[src/hw/rtl/wnc_pkg.sv]
// Shared types and constants for the wall neighbor code block.
`default_nettype none
package wnc_pkg;
	// Fixed field widths.
	localparam int ROW_W  = 32;
	localparam int X_W    = 5;
	localparam int CODE_W = 4;
	localparam int CFG_W  = 6;

	// One input request: a row of wall flags.
	typedef struct packed {
		logic [ROW_W-1:0] row_walls;
		logic             last_row;
	} wnc_in_t;

	// One result: the code of a single cell.
	typedef struct packed {
		logic [X_W-1:0]    cell_x;
		logic              is_wall;
		logic [CODE_W-1:0] neighbor_code;
		logic              grid_done;
		logic              run_last;
	} wnc_out_t;

	// Work handed from the sequencer to the cell unit, one cell per request.
	typedef struct packed {
		logic [ROW_W-1:0] mid;
		logic [ROW_W-1:0] up;
		logic [ROW_W-1:0] down;
		logic [X_W-1:0]   x;
		logic             at_end;
		logic             final_row;
		logic             run_last;
	} wnc_req_t;
endpackage
`default_nettype wire

[src/hw/rtl/wnc_cell_unit.sv]
// Shared cell unit: computes one cell's neighbor code and holds it in the output register.
`default_nettype none
module wnc_cell_unit (
	input  wire logic              clk,
	input  wire logic              arst_n,
	input  wire logic              req_valid,
	input  wire wnc_pkg::wnc_req_t req,
	output logic                   req_ready,
	output logic                   out_valid,
	input  wire logic              out_ready,
	output wnc_pkg::wnc_out_t      out_data
);
	import wnc_pkg::*;

	logic [ROW_W:0] right_vec;
	logic [ROW_W:0] left_vec;
	logic [X_W:0]   x_ext;
	logic [X_W:0]   x_next;
	logic           wall;
	logic           bit_r;
	logic           bit_u;
	logic           bit_l;
	logic           bit_d;
	logic           out_valid_q;
	wnc_out_t       out_q;
	wnc_out_t       cell_res;

	// Neighbor bits of the selected cell; the right neighbor stops at the row end.
	always_comb begin
		right_vec = {1'b0, req.mid};
		left_vec  = {req.mid, 1'b0};
		x_ext     = {1'b0, req.x};
		x_next    = x_ext + 1'b1;
		wall      = req.mid[req.x];
		bit_r     = right_vec[x_next] & ~req.at_end;
		bit_u     = req.up[req.x];
		bit_l     = left_vec[x_ext];
		bit_d     = req.down[req.x];
		cell_res.cell_x        = req.x;
		cell_res.is_wall       = wall;
		cell_res.neighbor_code = wall ? {bit_d, bit_l, bit_u, bit_r} : '0;
		cell_res.grid_done     = req.final_row & req.at_end;
		cell_res.run_last      = req.run_last & req.at_end;
	end

	// The output register frees up when its result is taken.
	assign req_ready = ~out_valid_q | out_ready;

	always_ff @(posedge clk or negedge arst_n) begin
		if (!arst_n) begin
			out_valid_q <= 1'b0;
		end else if (req_ready) begin
			out_valid_q <= req_valid;
		end
	end

	always_ff @(posedge clk) begin
		if (req_valid && req_ready) begin
			out_q <= cell_res;
		end
	end

	assign out_valid = out_valid_q;
	assign out_data  = out_q;
endmodule
`default_nettype wire

[src/hw/rtl/wnc_seq.sv]
// Row sequencer: holds the row window and steps the cell unit across each row.
`default_nettype none
module wnc_seq (
	input  wire logic              clk,
	input  wire logic              arst_n,
	input  wire logic              in_valid,
	output logic                   in_ready,
	input  wire wnc_pkg::wnc_in_t  in_data,
	input  wire logic [4:0]        last_x,
	output logic                   req_valid,
	output wnc_pkg::wnc_req_t      req,
	input  wire logic              req_ready
);
	import wnc_pkg::*;

	localparam logic ST_IDLE = 1'b0;
	localparam logic ST_EMIT = 1'b1;

	logic             state_q;
	logic [ROW_W-1:0] mid_q;
	logic [ROW_W-1:0] low_q;
	logic             mid_valid_q;
	logic [ROW_W-1:0] cur_mid_q;
	logic [ROW_W-1:0] cur_up_q;
	logic [ROW_W-1:0] cur_down_q;
	logic [ROW_W-1:0] pend_q;
	logic             pend_valid_q;
	logic [X_W-1:0]   x_q;
	logic             final_q;
	logic             runl_q;
	logic             in_take;
	logic             req_take;
	logic             at_end;

	assign in_ready  = (state_q == ST_IDLE);
	assign in_take   = in_valid & in_ready;
	assign req_valid = (state_q == ST_EMIT);
	assign req_take  = req_valid & req_ready;
	assign at_end    = (x_q == last_x[X_W-1:0]);

	always_comb begin
		req.mid       = cur_mid_q;
		req.up        = cur_up_q;
		req.down      = cur_down_q;
		req.x         = x_q;
		req.at_end    = at_end;
		req.final_row = final_q;
		req.run_last  = runl_q;
	end

	// Control: idle until a request with a row to emit arrives, then one cell per accepted step.
	always_ff @(posedge clk or negedge arst_n) begin
		if (!arst_n) begin
			state_q      <= ST_IDLE;
			mid_q        <= '0;
			low_q        <= '0;
			mid_valid_q  <= 1'b0;
			pend_valid_q <= 1'b0;
			x_q          <= '0;
		end else begin
			case (state_q)
				ST_IDLE: begin
					if (in_take) begin
						x_q <= '0;
						if (mid_valid_q) begin
							state_q      <= ST_EMIT;
							pend_valid_q <= in_data.last_row;
						end else if (in_data.last_row) begin
							state_q      <= ST_EMIT;
							pend_valid_q <= 1'b0;
						end
						// Row window update; a last row ends the grid.
						if (in_data.last_row) begin
							mid_q       <= '0;
							low_q       <= '0;
							mid_valid_q <= 1'b0;
						end else begin
							if (mid_valid_q) begin
								low_q <= mid_q;
							end
							mid_q       <= in_data.row_walls;
							mid_valid_q <= 1'b1;
						end
					end
				end
				ST_EMIT: begin
					if (req_take) begin
						if (!at_end) begin
							x_q <= x_q + 1'b1;
						end else if (pend_valid_q) begin
							x_q          <= '0;
							pend_valid_q <= 1'b0;
						end else begin
							state_q <= ST_IDLE;
						end
					end
				end
				default: begin
					state_q <= ST_IDLE;
				end
			endcase
		end
	end

	// Row currently being emitted and its neighbors.
	always_ff @(posedge clk) begin
		if (in_take) begin
			pend_q <= in_data.row_walls;
			if (mid_valid_q) begin
				cur_mid_q  <= mid_q;
				cur_up_q   <= in_data.row_walls;
				cur_down_q <= low_q;
				final_q    <= 1'b0;
				runl_q     <= ~in_data.last_row;
			end else begin
				cur_mid_q  <= in_data.row_walls;
				cur_up_q   <= '0;
				cur_down_q <= low_q;
				final_q    <= 1'b1;
				runl_q     <= 1'b1;
			end
		end else if (req_take && at_end && pend_valid_q) begin
			cur_mid_q  <= pend_q;
			cur_up_q   <= '0;
			cur_down_q <= cur_mid_q;
			final_q    <= 1'b1;
			runl_q     <= 1'b1;
		end
	end
endmodule
`default_nettype wire

[src/hw/rtl/wall_neighbor_code_rows_core.sv]
// Top level of the wall neighbor code block.
//
//   channel | signals                       | carries
//   --------+-------------------------------+---------------------------------
//   input   | in_valid, in_ready, in_data   | one grid row per request
//   output  | out_valid, out_ready, out_data| one cell code per request
//   config  | cfg_we, cfg_wdata             | row_width, no wait, no read-back
//
// A row request is taken and then produces zero, one or two rows of results, each as
// many cells as the clamped row width, at one cell per cycle while the output is not
// stalled, with the sequencer stepping the shared cell unit.
// in_ready is low while the sequencer emits; a stalled output holds the sequencer.
// Reset clears the stored rows and sets row_width to 32; no clearing pass is needed.
`default_nettype none
module wall_neighbor_code_rows_core #(
	parameter int MAX_ROW_CELLS = 32
) (
	input  wire logic              clk,
	input  wire logic              arst_n,
	input  wire logic              in_valid,
	output logic                   in_ready,
	input  wire wnc_pkg::wnc_in_t  in_data,
	output logic                   out_valid,
	input  wire logic              out_ready,
	output wnc_pkg::wnc_out_t      out_data,
	input  wire logic              cfg_we,
	input  wire logic [5:0]        cfg_wdata
);
	import wnc_pkg::*;

	localparam logic [CFG_W-1:0] MAX_W = CFG_W'(MAX_ROW_CELLS);

	logic [CFG_W-1:0] row_width_q;
	logic [CFG_W-1:0] w_eff;
	logic [CFG_W-1:0] w_m1;
	logic             req_valid;
	logic             req_ready;
	wnc_req_t         req;

	// Row width register.
	always_ff @(posedge clk or negedge arst_n) begin
		if (!arst_n) begin
			row_width_q <= CFG_W'(32);
		end else if (cfg_we) begin
			row_width_q <= cfg_wdata;
		end
	end

	// Clamp the width to the supported range.
	always_comb begin
		if (row_width_q == '0) begin
			w_eff = CFG_W'(1);
		end else if (row_width_q > MAX_W) begin
			w_eff = MAX_W;
		end else begin
			w_eff = row_width_q;
		end
		w_m1 = w_eff - CFG_W'(1);
	end

	wnc_seq u_seq (
		.clk       (clk),
		.arst_n    (arst_n),
		.in_valid  (in_valid),
		.in_ready  (in_ready),
		.in_data   (in_data),
		.last_x    (w_m1[X_W-1:0]),
		.req_valid (req_valid),
		.req       (req),
		.req_ready (req_ready)
	);

	wnc_cell_unit u_cell (
		.clk       (clk),
		.arst_n    (arst_n),
		.req_valid (req_valid),
		.req       (req),
		.req_ready (req_ready),
		.out_valid (out_valid),
		.out_ready (out_ready),
		.out_data  (out_data)
	);
endmodule
`default_nettype wire

[config.mk]
export PLATFORM = sky130hd
export DESIGN_NAME = wall_neighbor_code_rows_core
export DESIGN_NICKNAME = d
export VERILOG_FILES = /design/src/hw/rtl/wnc_pkg.sv /design/src/hw/rtl/wnc_cell_unit.sv /design/src/hw/rtl/wnc_seq.sv /design/src/hw/rtl/wall_neighbor_code_rows_core.sv
export SDC_FILE = /design/constraint.sdc
export NUM_CORES = 1
export LEC_CHECK = 0
export ABC_AREA = 1
export BUFFER_PORTS_ARGS = -buffer_cell sky130_fd_sc_hd__buf_2
export CAP_MARGIN = 15
export CORE_ASPECT_RATIO = 0.7
export CORE_MARGIN = 2
export CORE_UTILIZATION = 35
export CTS_BUF_LIST = sky130_fd_sc_hd__clkbuf_16
export CTS_CLUSTER_SIZE = 30
export DETAILED_ROUTE_END_ITERATION = 8
export HOLD_SLACK_MARGIN = 0.15
export SKIP_CTS_REPAIR_TIMING = 1
export SYNTH_ARGS = -nofsm -noshare
export SYNTH_HDL_FRONTEND = slang
export SYNTH_SLANG_ARGS = --single-unit
[constraint.sdc]
create_clock -name clk -period 5.55 [get_ports clk]
set_input_delay 0 -clock clk [delete_from_list [all_inputs] [get_ports clk]]
set_output_delay 0 -clock clk [all_outputs]
set_load 0.02 [all_outputs]
Word level (Yosys, flattened, before mapping)
Index checks and enable logic that the tools add are counted.
W data, S select, Z words.
- register bits after elaboration: 221
- latch bits: 0
- memory bits (writable): 0
- memory bits (read-only): 0
- input bits: 44
- output and inout port bits: 14
- logic and storage cells: 99
- memories kept: 0
- add/sub/neg operators: 3
- multiply operators: 0
- div/mod/pow operators: 0
- $lt $le $gt $ge: 4
- equality and inequality tests: 6
- shift-type cells: 0
- muxes and demuxes: 47
- bitwise gates (word level): 10
- reduce and logical (&&, ||, !) cells: 10
- operators with widths (kind ; number):
    $mux W32 ; 11
    $mux W5 ; 6
    $mux W1 ; 22
    $bmux W1 S5 ; 4
    $pmux W5 S2 ; 1
    $lt A5 B7 Y1 const B ; 1
    $lt A6 B7 Y1 const B ; 1
    $add A5 B1 Y6 const B ; 1
    $bmux W1 S6 ; 1
    $gt A6 B6 Y1 const B ; 1
    $logic_not A6 Y1 ; 1
    $lt A5 B6 Y1 const B ; 1
    $ne A2 B2 Y1 const B ; 3
    $ne A3 B3 Y1 const B ; 2
    $reduce_and A3 Y1 ; 2
    $add A5 B1 Y5 const B ; 1
    $and A1 B1 Y1 ; 5
    $eq A5 B5 Y1 ; 1
    $sub A5 B1 Y5 const B ; 1
    $not A1 Y1 ; 4
    $pmux W1 S2 ; 2
    $reduce_and A4 Y1 ; 1
    $reduce_bool A2 Y1 ; 2
    $logic_and A1 B1 Y1 ; 3
    other kinds (2) ; 2

Depth between registers and ports, before layout
Gate-level depths: netlist of the first run.
- word-level depth: 9
- depth in mapped cells: 15
- mapped depth without buffers: 15

Modules after synthesis
From an unflattened synthesis of the first run, not the netlist that was laid out.
- cell total of the unflattened synthesis: 1103
- area total of the unflattened synthesis: 10308.6 um^2
- by module, submodules not included (module ; instances ; cells each ; area each (um^2) ; seq. area each (um^2)):
    wnc_seq ; 1 ; 672 ; 7877.6 ; 5705.5
    wnc_cell_unit ; 1 ; 385 ; 2065.7 ; 385.4
    wall_neighbor_code_rows_core ; 1 ; 46 ; 365.4 ; 151.4

Least setup slack after synthesis of the first run
No wires, ideal clock.
- path type: reg2reg
- start: register row_width_q[2]
- end: register u_seq.cur_down_q[0] (enable)
- setup time: 460 ps
- data arrival time: 3793 ps
- required time: 5090 ps
- path slack: 1297 ps
- stages on the path, launching flop included: 13
- period minus slack after synthesis: 4253 ps
- cells stage by stage: dfrtp_1 > nor2_2 > nand3_2 > nand2_4 > nand2_1 > ha_1 > xor2_1 > nand4_1 > inv_2 > nand2_2 > nor2_8 > nand3_1 > nand2_1
- cells in the longest elaborated chain, start to end: 8
- elaborated cells on any way between the ends: 9
- those cells by class: 1 x add/sub; 1 x order compare; 1 x eq/ne; 2 x mux; 4 x reduce/logical
- RTL lines (what ; RTL line ; source):
    start: declaration ; wall_neighbor_code_rows_core.sv:33 ; logic [CFG_W-1:0] row_width_q;
    start signal: assignment ; wall_neighbor_code_rows_core.sv:45 ; row_width_q <= cfg_wdata;
    $gt A6 B6 Y1 ; wall_neighbor_code_rows_core.sv:53 ; end else if (row_width_q > MAX_W) begin
    $mux W5 ; wall_neighbor_code_rows_core.sv:53 ;
    $mux W5 (*) ; wall_neighbor_code_rows_core.sv:51 ; if (row_width_q == '0) begin
    $sub A5 B1 Y5 (*) ; wall_neighbor_code_rows_core.sv:58 ; w_m1 = w_eff - CFG_W'(1);
    $eq A5 B5 Y1 (*) ; wnc_seq.sv:39 ; assign at_end = (x_q == last_x[X_W-1:0]);
    $logic_and A1 B1 Y1 (*) (2 in series) ; wnc_seq.sv:122 ; end else if (req_take && at_end && pend_valid_q) begin
    $reduce_bool A2 Y1 (no source line) (*) ; n/a ;
    end signal: assignment ; wnc_seq.sv:112 ; cur_down_q <= low_q;
    end signal: assignment ; wnc_seq.sv:118 ; cur_down_q <= low_q;
    end signal: assignment ; wnc_seq.sv:125 ; cur_down_q <= cur_mid_q;
    end: declaration ; wnc_seq.sv:25 ; logic [ROW_W-1:0] cur_down_q;
Every way passes the cells marked *; elsewhere a longest branch is shown, timed or not.
A chain may end at the register's enable or synchronous reset.

Final worst setup path of the first run
- start: register u_seq.x_q[0]
- end: register u_cell.out_q, in the netlist u_cell.out_data[2] (data pin)
- cells in the longest elaborated chain, start to end: 4
- elaborated cells on any way between the ends: 8
- those cells by class: 1 x add/sub; 1 x eq/ne; 4 x mux; 2 x bitwise
- RTL lines (what ; RTL line ; source):
    start: declaration ; wnc_seq.sv:28 ; logic [X_W-1:0] x_q;
    start signal: assignment ; wnc_seq.sv:89 ; x_q <= x_q + 1'b1;
    $add A5 B1 Y6 ; wnc_cell_unit.sv:33 ; x_next = x_ext + 1'b1;
    $bmux W1 S6 ; wnc_cell_unit.sv:35 ; bit_r = right_vec[x_next] & ~req.at_end;
    $mux W1 (implied by the code) ; wnc_cell_unit.sv:35 ;
    $and A1 B1 Y1 ; wnc_cell_unit.sv:35 ;
    end signal: assignment ; wnc_cell_unit.sv:59 ; out_q <= cell_res;
    end: declaration ; wnc_cell_unit.sv:25 ; wnc_out_t out_q;
Parallel ways exist; a longest one is shown, timed or not. The select of a mux whose other input is x is not followed.

==> metrics.csv, run 1 <==
stage,metric,value,unit
worst_setup_path,Worst EP required,5890,ps
sta,# setup viols final,0,
power_and_ir_drop,Flop pwr share,40.9,%
logic_synthesis,sequential share of the synthesized area,62.4,%
routing,final wirelength,25600,um
global_route,met1 Usage GRT,28.1,%
logic_synthesis,most area-consuming cells after synthesis,"edfxtp_1 (43%), dfrtp_1 (20%), nand2_1 (8.8%)",
global_route,M2 GR Usage,23.2,%
die,die height,145,um
global_route,grt met3 use,2.60,%
layout,area growth from synthesis to layout,19.7,%
min_path,Hold Path Class,input pin to flip-flop,
logic_synthesis,most frequent cells after synthesis,"nand2_1 (234), edfxtp_1 (142), o21ai_0 (111)",
power_and_ir_drop,Final Power,5.98,mW
routing,drt pass-1 iters,5,
clock_network,clk_lat worst skew,520,ps
routing,wire per inst,17.3,um
global_route,first-pass GRT wire length,40300,um
place,Placed Cells,1389,
logic_synthesis,Post-Synth Simple-Gate Area,16.6,%
clock_network,CTS root buf,clkbuf_16,
sta,hold_ws,197,ps
layout,layout cell share with drive strength beyond 1,12.2,%
sta,final hold vios,0,
logic_synthesis,Post-synth EDFFs,142,
status,status,"complete, no violations",
sta,Clock Skews,15.0,ps
sta,Max Slew Vio Count,0,
die,row cnt,51,
sta,post-layout minimum cycle time,3100,ps
global_route,largest net degree at the start of global routing,88,
clock_network,CTS tree,yes,
power_and_ir_drop,Cell Pwr Density,499,nW/um^2
logic_synthesis,main combinational cell family by area after synthesis,simple AND/OR/NAND/NOR gates,
routing,DRC,0,
logic_synthesis,Synth Area in Compound Gates,13.4,%
die,Starting Density,35.8,%
logic_synthesis,ys async rst share,35.7,%
worst_setup_path,WS Path Type,flip-flop to flip-flop,
place,Final GP Congestion,0.886,
layout,Final nets,1141,
place,PortBufs,57,
run,number of max-cap violations,0,
logic_synthesis,Synth Cell Area,10000,sq um
clock_network,H-tree levels,1,
logic_synthesis,Syn. warnings,0,
logic_synthesis,post-synthesis adder-cell area fraction,0.250,%
global_route,Total GRT Usage,17.0,%
place,Final HPWL DP,16800,um
place,Area after DPL,10600,sq um
power_and_ir_drop,Switch Pwr,2.12,mW
routing,vias per std cell,5.15,
logic_synthesis,Main synth FF type,edfxtp_1,
clock_network,Clock Path Buffers,3,
die,Core Region,27900,sq um
logic_synthesis,xor/xnor share of the synthesized area,0.350,%
sta,Max-slew headroom,39.6,%
worst_setup_path,CP Launch Type,flip-flop,
sta,setup TNS,0,ps
power_and_ir_drop,Combinational Power Share,31.2,%
sta,Final period util,55.9,%
layout,final cell count without fillers,1482,
sta,Max Fclk,0.322,GHz
logic_synthesis,most frequent cell after synthesis,nand2_1,
routing,Initial DRC Count,600,
routing,antenna-violating nets left,0,
die,Die Area,29900,sq um
layout,Antenna diodes,0,
logic_synthesis,share of Yosys cell area claimed by the top area cell type,42.7,%
global_route,initial antenna violation count,0,
logic_synthesis,"flops & latches, synth",221,
die,Die Wd,206,um
layout,post-route cell area,12000,sq um
power_and_ir_drop,clock share of power,27.8,%
worst_setup_path,CP Capture Type,flip-flop,
routing,via count,7627,
clock_network,"CTS clk-pin slew, worst paths",70,ps
logic_synthesis,syn avg cell area,9.90,sq um
sta,worst slew pin tran,906,ps
power_and_ir_drop,maximum VDD drop,0.240,mV
sta,RSZ-0062 raised after global routing,false,
worst_setup_path,CP max FO,71,
power_and_ir_drop,sw frac,35.5,%
global_route,vias in the first global route,7102,
worst_setup_path,Critical Path AT,3440,ps
logic_synthesis,mux cell area share after synthesis,0.751,%
logic_synthesis,dominant cell type by area after synthesis,edfxtp_1,
die,# IOs,58,
power_and_ir_drop,Pint,3.86,mW
logic_synthesis,library cells used by synthesis,39,
logic_synthesis,syn nets,1056,
global_route,Top Usage Layer GRT,met1,
global_route,total grt overflow,0,
clock_network,Num CTS Buffers,22,
clock_network,Sink Count,221,
power_and_ir_drop,Leak Pwr,4.93,nW
logic_synthesis,Gate Count Post-Synth,1010,
worst paths after layout:
kind | cells past startpoint | start | slack [ps] | end
worst max-delay path | 10 | u_seq.x_q[0] | 2450 | u_cell.out_data[2]
worst min-delay path | 2 | in_data[4] | 200 | u_seq.pend_q[3]
worst max register to register | 10 | u_seq.x_q[0] | 2450 | u_cell.out_data[2]
worst min register to register | 2 | u_seq.mid_q[8] | 480 | u_seq.mid_q[8]
max in group asynchronous | 4 | arst_n | 4370 | u_seq.low_q[5]
min in group asynchronous | 3 | arst_n | 570 | row_width_q[5]
layer usage:
| layer | vias to the layer above | share of wire (%) |
|---|---|---|
| met2 | 239 | 41 |
| met1 | 3705 | 51 |
| met4 | 0 | 1.6 |
| li1 | 3655 | - |
| met3 | 28 | 6.4 |
| met5 | - | 0 |
worst max-delay path: stages, from the launching register on:
cell      delay, ps
dfrtp_2         370
buf_4           550
ha_1            480
clkinv_1        470
nand3_1         230
nand3_1         120
nand4_1         140
nand3_1          80
o21ai_1         110
nand3_1         140
nor2_1          190
sequential cells by signal, summed over array words and instances (netlist names), 6 cells and up:
signal and count:
u_seq.cur_up_q 32, u_seq.cur_down_q 32, u_seq.mid_q 32, u_seq.pend_q 32, u_cell.out_data 12, u_seq.low_q 32
u_seq.cur_mid_q 32, row_width_q 6
layout by cell type, fill, tap and decap left out, types with 4 or more instances in the layout:
| cell | n |
|---|---|
| bufinv_16 | 6 |
| mux2_2 | 4 |
| a21oi_1 | 14 |
| nand3_1 | 54 |
| nand2_2 | 4 |
| xor2_1 | 4 |
| o221ai_1 | 16 |
| clkbuf_16 | 22 |
| buf_4 | 13 |
| dlygate4sd3_1 | 50 |
| o21ai_0 | 111 |
| o211ai_1 | 34 |
| clkinv_2 | 6 |
| inv_2 | 6 |
| buf_2 | 56 |
| dfrtp_1 | 77 |
| nand4_1 | 9 |
| edfxtp_1 | 142 |
| clkinv_1 | 4 |
| o22ai_1 | 36 |
| nor2_1 | 87 |
| inv_1 | 86 |
| nand2_1 | 232 |
final cells by class:
type	instances	area, sq um
tap	371	464
timing repair buffer	122	961
clock buffer	22	551
clock inverter	18	251
multi-input combinational	635	3150
fill	2771	16000
sequential	221	6240
inverter	93	350
power by group through the flow:
| stage | Sequential (mW) | Combinational (mW) | Clock [mW] |
|---|---|---|---|
| after floorplan | 2.47 | 1.26 | 0 |
| after global placement | 2.47 | 1.76 | 0 |
| after detailed placement | 2.48 | 1.79 | 0 |
| after CTS | 2.45 | 1.80 | 1.69 |
| after global routing | 2.49 | 2.08 | 1.75 |
| final | 2.45 | 1.87 | 1.66 |
through the flow:
step	setup WS, ps	util (%)
global placement	2140	37.9
floorplan	1300	-
global route	2290	42.8
CTS	2070	40.7
detailed placement	2060	37.9
finish	2450	42.8
cell families after synthesis:
| kind of cell | Yosys count |
|---|---|
| simple gates | 398 |
| compound gates | 224 |
| flops | 221 |
| buf+inv | 154 |
| mux | 7 |
| xor+xnor | 4 |
| fa+ha+maj | 2 |
Note: power is estimated with default switching activity, not from simulation.
==> run 2: changes to the inputs <==
--- a/config.mk
+++ b/config.mk
@@ -5,7 +5,7 @@
 export SDC_FILE = /design/constraint.sdc
 export NUM_CORES = 1
 export LEC_CHECK = 0
-export ABC_AREA = 1
+export ABC_AREA = 0
 export BUFFER_PORTS_ARGS = -buffer_cell sky130_fd_sc_hd__buf_2
 export CAP_MARGIN = 15
 export CORE_ASPECT_RATIO = 0.7
==> constraint.sdc (replaced) <==
create_clock -name clk -period 2.74 [get_ports clk]
set_input_delay 0 -clock clk [delete_from_list [all_inputs] [get_ports clk]]
set_output_delay 0 -clock clk [all_outputs]
set_load 0.02 [all_outputs]
==> run 2 against run 1 <==
- the flow now finishes with violations (setup timing)
- clock power is 87% higher
- cell area is 5.4% higher
- final cell count is 12% lower
- die area is 2.0% higher
- combinational power is 140% higher
- fmax is 6.3% higher
- non-clock buffer count is 33 higher
- via count is 11% lower
- sequential share of layout area is 2.7 points lower
- total power is 110% higher
- sequential power is 110% higher
- critical path type unchanged
==> metrics.csv, run 2 <==
stage,metric,value,unit,change
status,status,"finished, violations left",,
status,failing checks,setup timing,,
clock_network,clk_lat worst skew,520,ps,about the same
routing,wire per inst,18.8,um,+8.7%
logic_synthesis,Syn. warnings,0,,unchanged
sta,post-layout minimum cycle time,2920,ps,-184 ps
logic_synthesis,syn nets,838,,-21%
logic_synthesis,most area-consuming cells after synthesis,"edfxtp_1 (42%), dfrtp_1 (19%), mux4_2 (9.7%)",,
layout,area growth from synthesis to layout,23.7,%,
worst_setup_path,Critical Path AT,3150,ps,-290 ps
power_and_ir_drop,Leak Pwr,5.18,nW,+4.9%
logic_synthesis,sequential share of the synthesized area,61.2,%,-1.3 points
die,Core Region,28800,sq um,+2.9%
min_path,hold depth,2,,unchanged
routing,DRC,0,,unchanged
logic_synthesis,main combinational cell family by area after synthesis,multiplexers,,
layout,Final Util,43.9,%,+1.1 points
min_path,Hold Path Class,input pin to flip-flop,,
clock_network,Clock Path Buffers,3,,unchanged
die,# IOs,58,,unchanged
logic_synthesis,Synth Area in Compound Gates,6.61,%,-6.7 points
routing,via count,6773,,-11%
clock_network,H-tree levels,1,,unchanged
worst_setup_path,CP max FO,15,,-79%
global_route,total grt overflow,0,,unchanged
global_route,initial antenna violation count,0,,unchanged
logic_synthesis,Main synth FF type,edfxtp_1,,
place,Area after DPL,11200,sq um,+5.5%
clock_network,"CTS clk-pin slew, worst paths",60,ps,about the same
clock_network,Num CTS Buffers,22,,unchanged
logic_synthesis,most frequent cell after synthesis,nand2_1,,
global_route,Total GRT Usage,16.0,%,-1.0 points
worst_setup_path,Critical R2R Launch,row_width_q[1],,
logic_synthesis,dominant cell type by area after synthesis,edfxtp_1,,
run,number of max-cap violations,0,,unchanged
sta,final hold vios,0,,unchanged
worst_setup_path,Worst EP required,2970,ps,-2920 ps
worst_setup_path,r2r endpoint,u_seq.cur_mid_q[27],,
place,PortBufs,57,,unchanged
worst_setup_path,CP Capture Type,flip-flop,,
logic_synthesis,Synth Cell Area,10200,sq um,+2.1%
place,Final HPWL DP,15600,um,-7.3%
die,Starting Density,35.5,%,-0.28 points
global_route,largest net degree at the start of global routing,109,,+24%
layout,most frequent cells in the layout,"nand2_1 (175), edfxtp_1 (142), dfrtp_1 (76)",,
sta,setup TNS,-14570,ps,"-14,570 ps"
sta,Setup WS post-layout,-178,ps,-2630 ps
logic_synthesis,share of Yosys cell area claimed by the top area cell type,41.8,%,-0.87 points
sta,Final period util,107,%,+51 points
clock_network,CTS root buf,clkbuf_16,,
logic_synthesis,ys async rst share,35.7,%,unchanged
routing,drt pass-1 iters,5,,unchanged
layout,post-route cell area,12600,sq um,+5.4%
global_route,first-pass GRT wire length,38500,um,-4.4%
logic_synthesis,most frequent cells after synthesis,"nand2_1 (176), edfxtp_1 (142), dfrtp_1 (78)",,
sta,Clock Skews,11.6,ps,-3.38 ps
die,Die Wd,208,um,+1.0%
logic_synthesis,Gate Count Post-Synth,792,,-22%
clock_network,Sink Count,221,,unchanged
worst_setup_path,R2R depth,12,,+2
power_and_ir_drop,maximum VDD drop,0.586,mV,+140%
layout,layout cell share with drive strength beyond 1,21.8,%,+9.5 points
sta,RSZ-0062 raised after global routing,true,,
place,Final GP Congestion,0.808,,-8.8%
sta,worst slew pin tran,838,ps,-68.5 ps
power_and_ir_drop,Cell Pwr Density,1010,nW/um^2,+100%
global_route,vias in the first global route,6420,,-9.6%
die,row cnt,52,,+2.0%
logic_synthesis,syn avg cell area,12.9,sq um,+30%
worst_setup_path,CP Launch Type,flip-flop,,
die,Die Area,30600,sq um,+2.0%
layout,"commonest non-fill, non-tap cell in the layout",nand2_1,,
routing,antenna-violating nets left,0,,unchanged
routing,final wirelength,24600,um,-4.2%
worst_setup_path,WS Path Type,flip-flop to flip-flop,,
logic_synthesis,library cells used by synthesis,51,,+31%
min_path,"Endpoint, Worst Hold",u_seq.pend_q[15],,
logic_synthesis,post-synthesis adder-cell area fraction,0.245,%,-0.0051 points
routing,Initial DRC Count,684,,+14%
logic_synthesis,Post-synth EDFFs,142,,unchanged
sta,Max-slew headroom,44.1,%,+4.6 points
worst_setup_path,"reg-to-reg slack, setup",-180,ps,-2630 ps
sta,# setup viols final,98,,+98
sta,Max Slew Vio Count,0,,unchanged
logic_synthesis,"flops & latches, synth",221,,unchanged
power_and_ir_drop,Final Power,12.8,mW,+110%
logic_synthesis,mux cell area share after synthesis,14.5,%,+14 points
sta,Max Fclk,0.343,GHz,+6.3%
layout,Final nets,958,,-16%
clock_network,CTS tree,yes,,
logic_synthesis,xor/xnor share of the synthesized area,0.515,%,+0.16 points
logic_synthesis,Post-Synth Simple-Gate Area,14.0,%,-2.6 points
min_path,min-delay src,in_data[16],,
die,die height,147,um,+1.0%
layout,Antenna diodes,0,,unchanged
routing,vias per std cell,5.19,,+0.77%
## run 2: cell types whose count changed after synthesis, sizes merged, moves of 32 or more
cell / delta
nand2: -62
nor2: -54
nand3: -54
nand3b: +32
a22o: +32
o211ai: -33
o21ai: -106
and3: +34
o22ai: -34
inv: -82
mux2i: +39
mux4: +44
## run 2: cells by family (layout without fill, tap and decap cells)
| logic type | Yosys count | in the layout |
|---|---|---|
| AOI/OAI and AO/OA | 98 | 98 |
| xor gates and xnor gates | 6 | 6 |
| adders and majority gates | 2 | 2 |
| buffers and inverters | 69 | 205 |
| DFF | 221 | 221 |
| muxes | 91 | 91 |
| and+or+nand+nor | 305 | 305 |
## run 2: how the worst max path moves through the flow
stage | from | to | slack, ps | cells after the start
floorplan | row_width_q[1] | u_seq.cur_down_q[0] | -1360 | 10
CTS | row_width_q[1] | u_seq.cur_mid_q[13] | -70 | 11
global route | row_width_q[1] | u_seq.cur_up_q[25] | -300 | 12
finish | row_width_q[1] | u_seq.cur_mid_q[27] | -180 | 12
global placement | row_width_q[1] | u_seq.cur_up_q[21] | -30 | 11
detailed placement | row_width_q[1] | u_seq.cur_mid_q[14] | -40 | 11
## run 2: where the power goes
part           leakage (nW)  switching, mW  internal, mW
combinational          2.45           2.42          2.16
clock                 0.379           1.29          1.81
sequential             2.35          0.535          4.54
## run 2: layout make-up
type | count | area [sq um]
clock buffer | 23 | 576
timing repair buffer | 155 | 1420
multi-input combinational | 502 | 3700
fill | 2618 | 16100
clock inverter | 17 | 165
sequential | 221 | 6240
tap | 378 | 473
inverter | 10 | 42.5
## run 2: metrics by stage
stage	setup slack, ps	instances	hold WS (ps)
CTS	-72.6	1247	-474
finish	-178	1306	232
detailed placement	-37.0	1207	79.5
global placement	-29.5	1207	74.1
floorplan	-1360	792	-296
global route	-298	1306	234
## run 2: critical path, cell delays in order (launching register included)
cell       delay, ps
dfrtp_1          410
nor4_4           310
o21ai_1          110
ha_2             340
or2_2            100
o211a_1          140
nand4_1          170
nor4b_4          300
nand2_2          120
o21ai_4          180
buf_12           140
clkbuf_16        160
buf_12           150
## run 2: per-layer routing
metal / global-route usage [%] / part of all wire, % / routed length (um)
met4: 2.98 / 1.4 / 344
met3: 3.04 / 7.2 / 1760
met1: 26.3 / 51 / 12400
met5: 0 / 0 / 0
met2: 21.6 / 41 / 10000
==> run 3: changes to the inputs <==
--- a/config.mk
+++ b/config.mk
@@ -15,6 +15,7 @@
 export CTS_CLUSTER_SIZE = 30
 export DETAILED_ROUTE_END_ITERATION = 8
 export HOLD_SLACK_MARGIN = 0.15
+export PLACE_DENSITY = 0.57
 export SKIP_CTS_REPAIR_TIMING = 1
 export SYNTH_ARGS = -nofsm -noshare
 export SYNTH_HDL_FRONTEND = slang
==> run 3 against run 2 <==
- the run still ends with setup timing left
- sequential power down 0.8%
- worst setup slack better by 120 ps
- first-iteration DRC count shrank 27%
- die area did not move
- critical path type unchanged
==> metrics.csv, run 3 (synthesis results as in run 2) <==
stage,metric,value,unit,change
clock_network,Num CTS Buffers,22,,unchanged
layout,most frequent cells in the layout,"nand2_1 (175), edfxtp_1 (142), dfrtp_1 (76)",,
status,failing checks,setup timing,,
global_route,vias in the first global route,6274,,-2.3%
clock_network,H-tree levels,1,,unchanged
die,# IOs,58,,unchanged
layout,layout cell share with drive strength beyond 1,21.1,%,-0.66 points
worst_setup_path,CP Capture Type,flip-flop,,
power_and_ir_drop,maximum VDD drop,0.590,mV,+0.68%
sta,Max Fclk,0.358,GHz,+4.4%
global_route,largest net degree at the start of global routing,109,,unchanged
die,Die Wd,208,um,unchanged
worst_setup_path,CP Launch Type,flip-flop,,
place,Final HPWL DP,15800,um,+1.4%
clock_network,clk_lat worst skew,530,ps,about the same
layout,post-route cell area,12400,sq um,-1.5%
die,Die Area,30600,sq um,unchanged
layout,Final Util,43.2,%,-0.66 points
die,die height,147,um,unchanged
layout,"commonest non-fill, non-tap cell in the layout",nand2_1,,
sta,worst slew pin tran,865,ps,+27.1 ps
layout,Final nets,954,,-0.42%
sta,Clock Skews,14.4,ps,+2.80 ps
die,row cnt,52,,unchanged
routing,drt pass-1 iters,5,,unchanged
sta,final hold vios,0,,unchanged
sta,# setup viols final,94,,-4.1%
power_and_ir_drop,Final Power,12.5,mW,-2.3%
clock_network,Sink Count,221,,unchanged
routing,final wirelength,24700,um,+0.76%
routing,via count,6631,,-2.1%
clock_network,"CTS clk-pin slew, worst paths",60,ps,about the same
power_and_ir_drop,Leak Pwr,5.12,nW,-1.1%
layout,area growth from synthesis to layout,21.8,%,
global_route,Total GRT Usage,16.2,%,+0.19 points
min_path,Hold Path Class,input pin to flip-flop,,
worst_setup_path,CP max FO,21,,+6
layout,fill cell count,2664,,+1.8%
global_route,first-pass GRT wire length,38600,um,about the same
place,Area after DPL,11200,sq um,about the same
place,PortBufs,57,,unchanged
routing,vias per std cell,5.09,,-1.8%
global_route,initial antenna violation count,0,,unchanged
status,status,"finished, violations left",,
sta,Setup WS post-layout,-55.6,ps,+123 ps
die,Core Region,28800,sq um,unchanged
clock_network,CTS tree,yes,,
clock_network,Clock Path Buffers,3,,unchanged
clock_network,CTS root buf,clkbuf_16,,
global_route,total grt overflow,0,,unchanged
place,Final GP Congestion,0.792,,-2.0%
layout,Antenna diodes,0,,unchanged
sta,Max-slew headroom,42.3,%,-1.8 points
worst_setup_path,Critical Path AT,3030,ps,-120 ps
die,Starting Density,35.5,%,unchanged
routing,wire per inst,19.0,um,+1.1%
worst_setup_path,WS Path Type,flip-flop to flip-flop,,
routing,antenna-violating nets left,0,,unchanged
routing,DRC,0,,unchanged
run,number of max-cap violations,0,,unchanged
routing,Initial DRC Count,501,,-27%
sta,RSZ-0062 raised after global routing,true,,
sta,post-layout minimum cycle time,2800,ps,-123 ps
power_and_ir_drop,Cell Pwr Density,1000,nW/um^2,-0.81%
sta,Final period util,102,%,-4.5 points
worst_setup_path,Worst EP required,2970,ps,about the same
sta,Max Slew Vio Count,0,,unchanged
[run 3: final cells by class]
cell class,count,area (sq um),share of cell area (%)
flip-flops and latches,221,6240,50.2
multi-input cells,502,3700,29.8
repair buffers,151,1250,10.1
clock buffers,22,551,4.43
well taps,378,473,3.81
clock inverters,18,168,1.35
inverters,10,42.5,0.342
[run 3: worst paths after layout]
| kind | from | endpoint | slack, ps | cells after the start |
|---|---|---|---|---|
| max | row_width_q[1] | u_seq.cur_mid_q[16] | -60 | 11 |
| min reg2reg | u_seq.mid_q[22] | u_seq.mid_q[22] | 490 | 2 |
| max in group asynchronous | arst_n | u_seq.low_q[15] | 1900 | 4 |
| max reg2reg | row_width_q[1] | u_seq.cur_mid_q[16] | -60 | 11 |
| min | in_data[14] | u_seq.pend_q[13] | 230 | 2 |
| min in group asynchronous | arst_n | row_width_q[5] | 570 | 3 |
[run 3: metal layers]
metal | vias up | global-route usage [%] | wire length, um
met2 | 159 | 21.7 | 9950
met3 | 24 | 3.78 | 1450
li1 | 3158 | - | -
met4 | 0 | 2.87 | 335
met5 | - | 0 | 0
met1 | 3290 | 26.4 | 13000
[run 3: critical path: stages, from the launching register on]
cell     delay, ps
dfrtp_1        410
nor4_4         310
o21ai_1         90
ha_1           220
xor2_1         160
xnor2_1        160
nand4_1        170
nor4b_4        310
nand2_2        120
o21ai_4        180
buf_12         180
buf_12         180
[run 3: stage by stage]
stage               worst slack [ps]  hold WS [ps]  setup TNS, ps  std cells
floorplan                      -1360          -296        -133340        792
global placement               -24.0          40.3           -816       1209
detailed placement             -20.7          41.2           -790       1209
CTS                            -32.8          -512          -1930       1249
global route                    -179           219         -15330       1302
finish                         -55.6           227          -3420       1302
[run 3: power breakdown]
part	leakage [nW]	internal, mW	switching (mW)
registers	2.35	4.54	0.498
clock network	0.384	1.75	1.29
logic	2.39	2.01	2.37
total	5.12	8.30	4.16
